--- src/rtl/bsort_pkg.sv ---
// Package for the bubble sorter: sizes, transaction payload types, control
// state and the control bundle passed from the sequencer to the cell row.
// Depends on nothing.
`default_nettype none

package bsort_pkg;

  localparam int unsigned CAPACITY = 16;
  localparam int unsigned VALUE_W  = 32;
  localparam int unsigned CNT_W    = $clog2(CAPACITY + 1);

  typedef logic signed [VALUE_W-1:0] value_t;

  typedef struct packed {
    value_t in_value;
    logic   in_last;
  } bsort_in_t;

  typedef struct packed {
    value_t out_value;
    logic   out_last;
    logic   overflowed;
  } bsort_out_t;

  typedef enum logic [1:0] {
    ST_LOAD,
    ST_SORT,
    ST_EMIT
  } bsort_state_e;

  // Control bundle from the sequencer to the cell row
  typedef struct packed {
    logic             load;    // store the incoming value at slot count
    logic             shift;   // move every value one cell towards the head
    logic             sort;    // run one compare-exchange phase
    logic             desc;    // descending order for this set
    logic             parity;  // pairs starting at even (0) or odd (1) cells
    logic [CNT_W-1:0] count;   // number of values held
  } bsort_ctrl_t;

endpackage

`default_nettype wire

--- src/rtl/bsort_cell.sv ---
// One cell of the sorting row: holds one value and exchanges it with its
// neighbours. Depends on bsort_pkg.
`default_nettype none

module bsort_cell (
  input  wire logic                  clk_i,
  input  wire bsort_pkg::bsort_ctrl_t ctrl_i,
  input  wire logic                  load_sel_i,
  input  wire logic                  pair_en_i,
  input  wire bsort_pkg::value_t     in_value_i,
  input  wire bsort_pkg::value_t     left_value_i,
  input  wire bsort_pkg::value_t     right_value_i,
  input  wire logic                  left_swap_i,
  output logic                       swap_o,
  output bsort_pkg::value_t          value_o
);

  bsort_pkg::value_t value_d, value_q;
  logic              wrong_order;

  // Compare with the right neighbour when this cell leads an active pair
  always_comb begin
    if (ctrl_i.desc) begin
      wrong_order = right_value_i > value_q;
    end else begin
      wrong_order = value_q > right_value_i;
    end
    swap_o = ctrl_i.sort & pair_en_i & wrong_order;
  end

  // Select the next value: load, shift towards the head, exchange or hold
  always_comb begin
    value_d = value_q;
    priority if (ctrl_i.load && load_sel_i) begin
      value_d = in_value_i;
    end else if (ctrl_i.shift) begin
      value_d = right_value_i;
    end else if (ctrl_i.sort) begin
      if (swap_o) begin
        value_d = right_value_i;
      end else if (left_swap_i) begin
        value_d = left_value_i;
      end
    end else begin
      value_d = value_q;
    end
  end

  // Hold the value; payload needs no reset
  always_ff @(posedge clk_i) begin
    value_q <= value_d;
  end

  assign value_o = value_q;

endmodule

`default_nettype wire

--- src/rtl/bsort_ctrl.sv ---
// Sequencer of the bubble sorter: load, sort and emit states, fill count,
// overflow flag, direction register and phase counting.
// Depends on bsort_pkg.
`default_nettype none

module bsort_ctrl (
  input  wire logic                   clk_i,
  input  wire logic                   rst_ni,
  input  wire logic                   in_valid_i,
  input  wire logic                   in_last_i,
  output logic                        in_ready_o,
  output logic                        out_valid_o,
  input  wire logic                   out_ready_i,
  output logic                        out_last_o,
  output logic                        overflowed_o,
  input  wire logic                   cfg_valid_i,
  input  wire logic                   cfg_descending_i,
  output logic                        cfg_ready_o,
  input  wire logic                   any_swap_i,
  output bsort_pkg::bsort_ctrl_t      ctrl_o
);

  bsort_pkg::bsort_state_e         state_d, state_q;
  logic [bsort_pkg::CNT_W-1:0]     count_d, count_q;
  logic [bsort_pkg::CNT_W-1:0]     phase_cnt_d, phase_cnt_q;
  logic                            ovf_d, ovf_q;
  logic                            parity_d, parity_q;
  logic                            clean_d, clean_q;
  logic                            desc_cfg_q;
  logic                            sort_desc_d, sort_desc_q;
  logic                            in_fire, out_fire, room;

  assign cfg_ready_o = 1'b1;
  assign in_ready_o  = state_q == bsort_pkg::ST_LOAD;
  assign out_valid_o = state_q == bsort_pkg::ST_EMIT;
  assign in_fire     = in_valid_i & in_ready_o;
  assign out_fire    = out_valid_o & out_ready_i;
  assign room        = count_q < bsort_pkg::CNT_W'(bsort_pkg::CAPACITY);

  // Next state and control outputs
  always_comb begin
    state_d     = state_q;
    count_d     = count_q;
    phase_cnt_d = phase_cnt_q;
    ovf_d       = ovf_q;
    parity_d    = parity_q;
    clean_d     = clean_q;
    sort_desc_d = sort_desc_q;
    ctrl_o      = '0;

    unique case (state_q)
      bsort_pkg::ST_LOAD: begin
        if (in_fire) begin
          if (room) begin
            ctrl_o.load = 1'b1;
            count_d     = count_q + bsort_pkg::CNT_W'(1);
          end else begin
            ovf_d = 1'b1;
          end
          if (in_last_i) begin
            sort_desc_d = desc_cfg_q;
            phase_cnt_d = '0;
            parity_d    = 1'b0;
            clean_d     = 1'b0;
            state_d     = bsort_pkg::ST_SORT;
          end
        end
      end
      bsort_pkg::ST_SORT: begin
        ctrl_o.sort = 1'b1;
        phase_cnt_d = phase_cnt_q + bsort_pkg::CNT_W'(1);
        parity_d    = ~parity_q;
        clean_d     = ~any_swap_i;
        // Two clean phases in a row, or a full set of phases, end the sort
        if ((clean_q && !any_swap_i) ||
            (phase_cnt_q == bsort_pkg::CNT_W'(bsort_pkg::CAPACITY - 1))) begin
          state_d = bsort_pkg::ST_EMIT;
        end
      end
      bsort_pkg::ST_EMIT: begin
        if (out_fire) begin
          ctrl_o.shift = 1'b1;
          count_d      = count_q - bsort_pkg::CNT_W'(1);
          if (count_q == bsort_pkg::CNT_W'(1)) begin
            ovf_d   = 1'b0;
            state_d = bsort_pkg::ST_LOAD;
          end
        end
      end
      default: begin
        state_d = bsort_pkg::ST_LOAD;
      end
    endcase

    ctrl_o.desc   = sort_desc_q;
    ctrl_o.parity = parity_q;
    ctrl_o.count  = count_q;
  end

  assign out_last_o   = count_q == bsort_pkg::CNT_W'(1);
  assign overflowed_o = ovf_q;

  // State and control registers
  always_ff @(posedge clk_i or negedge rst_ni) begin
    if (!rst_ni) begin
      state_q     <= bsort_pkg::ST_LOAD;
      count_q     <= '0;
      phase_cnt_q <= '0;
      ovf_q       <= 1'b0;
      parity_q    <= 1'b0;
      clean_q     <= 1'b0;
      sort_desc_q <= 1'b0;
    end else begin
      state_q     <= state_d;
      count_q     <= count_d;
      phase_cnt_q <= phase_cnt_d;
      ovf_q       <= ovf_d;
      parity_q    <= parity_d;
      clean_q     <= clean_d;
      sort_desc_q <= sort_desc_d;
    end
  end

  // Direction register, written through the configuration channel
  always_ff @(posedge clk_i or negedge rst_ni) begin
    if (!rst_ni) begin
      desc_cfg_q <= 1'b0;
    end else if (cfg_valid_i && cfg_ready_o) begin
      desc_cfg_q <= cfg_descending_i;
    end
  end

endmodule

`default_nettype wire

--- src/rtl/bubble_sorter.sv ---
// Top level of the bubble sorter: sequencer plus a row of compare-exchange
// cells. Depends on bsort_pkg, bsort_ctrl and bsort_cell.
`default_nettype none

// Collects a set of up to CAPACITY signed 32-bit values, one per input
// transaction, and returns them sorted (ascending, or descending when the
// direction register is set when the last value arrives). Loading accepts
// one value per cycle; values beyond CAPACITY are dropped and every result
// of the set carries the overflowed flag. After the last value the row of
// cells runs one compare-exchange phase per cycle, alternating between
// even and odd neighbour pairs, for at most CAPACITY phases and stopping
// after two consecutive phases with no exchange. The results then leave
// from the head of the row, one per cycle while the receiver is ready.
// The input is not ready during sorting and emitting, so a new set is only
// taken after the last result of the previous set has left.
module bubble_sorter (
  input  wire logic                  clk_i,
  input  wire logic                  rst_ni,
  input  wire logic                  in_valid_i,
  output logic                       in_ready_o,
  input  wire bsort_pkg::bsort_in_t  in_data_i,
  output logic                       out_valid_o,
  input  wire logic                  out_ready_i,
  output bsort_pkg::bsort_out_t      out_data_o,
  input  wire logic                  cfg_valid_i,
  output logic                       cfg_ready_o,
  input  wire logic                  cfg_descending_i
);

  bsort_pkg::bsort_ctrl_t             ctrl;
  bsort_pkg::value_t                  cell_value [bsort_pkg::CAPACITY];
  logic [bsort_pkg::CAPACITY-1:0]     swap;
  logic                               out_last, overflowed;

  bsort_ctrl u_ctrl (
    .clk_i            (clk_i),
    .rst_ni           (rst_ni),
    .in_valid_i       (in_valid_i),
    .in_last_i        (in_data_i.in_last),
    .in_ready_o       (in_ready_o),
    .out_valid_o      (out_valid_o),
    .out_ready_i      (out_ready_i),
    .out_last_o       (out_last),
    .overflowed_o     (overflowed),
    .cfg_valid_i      (cfg_valid_i),
    .cfg_descending_i (cfg_descending_i),
    .cfg_ready_o      (cfg_ready_o),
    .any_swap_i       (|swap),
    .ctrl_o           (ctrl)
  );

  // Row of cells; cell 0 is the head that results leave from
  for (genvar i = 0; i < bsort_pkg::CAPACITY; i++) begin : g_cell
    logic              load_sel, pair_en, left_swap;
    bsort_pkg::value_t left_value, right_value;

    assign load_sel = ctrl.count == bsort_pkg::CNT_W'(i);

    if (i == 0) begin : g_head
      assign left_value = '0;
      assign left_swap  = 1'b0;
    end else begin : g_body
      assign left_value = cell_value[i-1];
      assign left_swap  = swap[i-1];
    end

    if (i == bsort_pkg::CAPACITY - 1) begin : g_tail
      assign right_value = '0;
      assign pair_en     = 1'b0;
    end else begin : g_pair
      assign right_value = cell_value[i+1];
      assign pair_en     = (ctrl.parity == 1'(i % 2)) &&
                           (bsort_pkg::CNT_W'(i + 1) < ctrl.count);
    end

    bsort_cell u_cell (
      .clk_i         (clk_i),
      .ctrl_i        (ctrl),
      .load_sel_i    (load_sel),
      .pair_en_i     (pair_en),
      .in_value_i    (in_data_i.in_value),
      .left_value_i  (left_value),
      .right_value_i (right_value),
      .left_swap_i   (left_swap),
      .swap_o        (swap[i]),
      .value_o       (cell_value[i])
    );
  end

  // Present the head of the row as the result
  always_comb begin
    out_data_o.out_value  = cell_value[0];
    out_data_o.out_last   = out_last;
    out_data_o.overflowed = overflowed;
  end

endmodule

`default_nettype wire

--- config.mk ---
export PLATFORM = sky130hd
export DESIGN_NAME = bubble_sorter
export DESIGN_NICKNAME = d
export VERILOG_FILES = /design/src/rtl/bsort_pkg.sv /design/src/rtl/bsort_cell.sv /design/src/rtl/bsort_ctrl.sv /design/src/rtl/bubble_sorter.sv
export SDC_FILE = /design/constraint.sdc
export NUM_CORES = 2
export LEC_CHECK = 0
export BUFFER_PORTS_ARGS = -buffer_cell sky130_fd_sc_hd__buf_2
export CAP_MARGIN = 20
export CORE_MARGIN = 4
export CORE_UTILIZATION = 50
export CTS_BUF_LIST = sky130_fd_sc_hd__clkbuf_16
export DETAILED_ROUTE_END_ITERATION = 8
export PLACE_DENSITY = 0.66
export SETUP_SLACK_MARGIN = 0.1
export SKIP_LAST_GASP = 1
export SLEW_MARGIN = 20
export SYNTH_ARGS = -nofsm -noshare
export SYNTH_HDL_FRONTEND = slang
export SYNTH_SLANG_ARGS = --single-unit
--- constraint.sdc ---
create_clock -name clk_i -period 13.4 [get_ports clk_i]
set_input_delay 2.01 -clock clk_i [delete_from_list [all_inputs] [get_ports clk_i]]
set_output_delay 2.01 -clock clk_i [all_outputs]
set_load 0.05 [all_outputs]
==> results_dict.tcl <==
set metrics [dict create \
    hp-class "flop to flop" \
    min-delay-start "u_ctrl.phase_cnt_q[4]" \
    dp_hpwl_um 78100 \
    critical_path.top_delay_family "simple AND/OR/NAND/NOR gates" \
    syn_area_per_cell_um2 9.112 \
    coreArea_um2 77590 \
    final_cells 5310 \
    initial_core_util_pct 50.52 \
    leakagePower_nw 19.10 \
    r2r_setup_slack_ns 8.84 \
    yosys-mux-area-fraction_pct 8.857 \
    rsz0062_at_grt "no" \
    grt_use_total_pct 23.54 \
    mostFrequentLayoutCells "a21oi_1 (567), inv_1 (516), edfxtp_1 (512)" \
    synth_warnings 0 \
    placedCellCount 5202 \
    required_ns 11.39 \
    syn_area_um2 39200 \
    yosysTopAreaCell "edfxtp_1" \
    synth_edf_count 512 \
    tightest_slew_ns 1.088 \
    drtIter0Drc 2250 \
    overflow 0 \
    place_area_um2 40350 \
    synth_area_leaders "edfxtp_1 (39%), ha_1 (16%), mux2i_1 (7.7%)" \
    worstPathArrival_ns 2.75 \
    gp_congestion 0.9479 \
    path_buf_inv 2 \
    postSynthCellCount 4302 \
    ctsHoldBuffers 0 \
    grtUsageMet1_pct 33.32 \
    grt_pass1_wl_um 156600 \
    max_stage_delay_ns 0.76 \
    clock.fmax_mhz 209.9 \
    path_cells "nor3_2 > nand2_1 > inv_1 > buf_2" \
    row_count 102 \
    top_usage_layer "met2" \
    grt_pass1_vias 28831 \
    synth_xor_area_share_pct 0.3096 \
    synth_top_family_by_area "adder cells" \
    clock_skew_ns 0.01776 \
    pin_count 76 \
    finalHoldViolations 0 \
    grt_max_degree 67 \
    ant_nets 0 \
    drt_pre_antenna_iters 6 \
    setup_viol 0 \
    cts_tree "yes" \
    async_reset_ff_share_pct 3.214 \
    cts_max_level 2 \
    cts_root_buffer "clkbuf_16" \
    synth_seq_cells 529 \
    setup-tns-final_ns 0 \
    antenna_found_initial 1 \
    slowest_stage "nor3_2" \
    final_area_um2 42210 \
    synth_ff_type "edfxtp_1" \
    n_fill_cell 7029 \
    dieArea_um2 82940 \
    grt_util_met2_pct 37.93 \
    cts_max_path_buffers 3 \
    synth_top_area_share_pct 39.22 \
    cts.repair.resized 0 \
    grt_use_met3_pct 3.452 \
    ir_drop_mv 0.1755 \
    relSlewSlack_pct 27.19 \
    wl_per_cell_um 18.79 \
    fin_crit_ns 4.764 \
    clock_latency_ns 0.63 \
    maxCapViolations 0 \
    yosysUniqueCellTypes 64 \
    num_vias 30311 \
    area_growth_pct 7.673 \
    layout_commonest_cell "a21oi_1" \
    drt_wl_total_um 99800 \
    fin_crit_sh_pct 35.55 \
    die_w_um 288 \
    startpoint "u_ctrl.count_q[2]" \
    yosysSeqAreaShare_pct 40.31 \
    path_clk_slew_ns 0.06 \
    crit_path_max_fanout 15 \
    nets 4750 \
    worstSetupPathType "flop to primary output" \
    dieHeight_um 288 \
    synth_adder_area_share_pct 15.54 \
    io_buffers 74 \
    p_per_area_nw_per_um2 259.5 \
    worstSetupEndpointType "primary output" \
    drc 0 \
    drive_gt1_share_pct 6.231 \
    synth-simple-area-share_pct 12.19 \
    clock-sinks 529 \
    cp-start-kind "flop" \
    cts_setup_buffers 0 \
    synth-compound-area-share_pct 15.31 \
    vias_per_cell 5.708 \
    slew_violations 0 \
    outcome "finished clean" \
    reg2reg_from "g_cell[7].u_cell.value_o[19]" \
    numCtsBuffers 59 \
    synth_nets 4828 \
]
-- where the power goes --
group          switching (W)  total [W]  leakage, nW  internal [W]
logic                0.00321    0.00542         13.2       0.00220
registers           0.000851    0.00397         4.98       0.00311
clock network       0.000684    0.00157        0.946      0.000888
-- synth_stat cells, types with 16 or more instances --
cell and number:
a21oi_1 567, edfxtp_1 512, inv_1 501, ha_1 487, nand2_1 416, nor2_1 387
o21ai_0 315, mux2i_1 303, clkbuf_1 182, nand4_1 88, nand3_1 66, a21o_1 65
mux2_2 39, buf_1 34, o31ai_1 34, buf_2 27, and4_1 22, nor3_1 22
nor4_1 18, dfrtp_1 17, a211oi_1 16, nor2b_1 16, o211ai_1 16
-- per-layer routing --
metal	share of wire [%]	wire, um	vias to the layer above
li1	-	-	15137
met1	47	46430	14149
met2	44	44140	875
met3	6.8	6761	150
met4	2.5	2474	0
met5	0	0	-
-- tightest hold or removal path: cells and delay by family (launching register included) --
family / cells / cell delay, ns
flops: 1 / 0.35
compound gates: 1 / 0.06
simple gates: 1 / 0.05
-- worst paths after layout --
| path | endpoint | cells after the start |
|---|---|---|
| hold reg to reg | u_ctrl.phase_cnt_q[4] | 2 |
| hold / removal | u_ctrl.phase_cnt_q[4] | 2 |
| setup / recovery | out_data_o[1] | 4 |
| max in group asynchronous | u_ctrl.count_q[4] | 1 |
| min in group asynchronous | u_ctrl.overflowed_o | 1 |
| setup reg to reg | g_cell[6].u_cell.value_o[29] | 13 |
-- cells by family (layout without fill, tap and decap cells) --
| kind of cell | Yosys count | in the layout |
|---|---|---|
| buffers and inverters | 756 | 723 |
| and+or+nand+nor | 1088 | 1088 |
| xor gates and xnor gates | 13 | 13 |
| other | 1 | 2 |
| AOI/OAI and AO/OA | 1086 | 1086 |
| adders and majority gates | 487 | 487 |
| muxes | 342 | 342 |
| DFF | 529 | 529 |
-- state kept, by name (all words and copies together) (netlist names) --
register and cells:
u_ctrl.sort_desc_q 1, u_ctrl.clean_q 1, u_ctrl.desc_cfg_q 1, u_ctrl.state_q 2, g_cell.u_cell.value_o 512, u_ctrl.overflowed_o 1
u_ctrl.count_q 5, u_ctrl.phase_cnt_q 5, u_ctrl.parity_q 1
-- layout make-up --
class / count / area, um2 / area share (%)
Multi-Input combinational cell: 3017 / 20620 / 48.86
Timing Repair Buffer: 116 / 785.8 / 1.862
Tap cell: 1040 / 1301 / 3.083
Inverter: 501 / 1881 / 4.455
Clock inverter: 45 / 287.8 / 0.6818
Clock buffer: 61 / 1526 / 3.617
Antenna cell: 1 / 2.502 / 0.005929
Sequential cell: 529 / 15800 / 37.43
-- per-stage QoR --
| step | util [%] | power (W) | setup slack (ns) | hold WS [ns] |
|---|---|---|---|---|
| 6_report | 54.40 | 0.01095 | 8.636 | 0.4949 |
| 5_1_grt | 54.40 | 0.01190 | 8.538 | 0.5439 |
| 4_1_cts | 54.34 | 0.01097 | 8.433 | 0.4940 |
| 3_5_place_dp | 52.01 | 0.009376 | 8.332 | 0.4809 |
| 3_3_place_gp | 51.86 | 0.009144 | 8.151 | 0.4618 |
| 2_1_floorplan | - | 0.007786 | 8.220 | 0.4498 |
(Power assumes the default switching activity.)
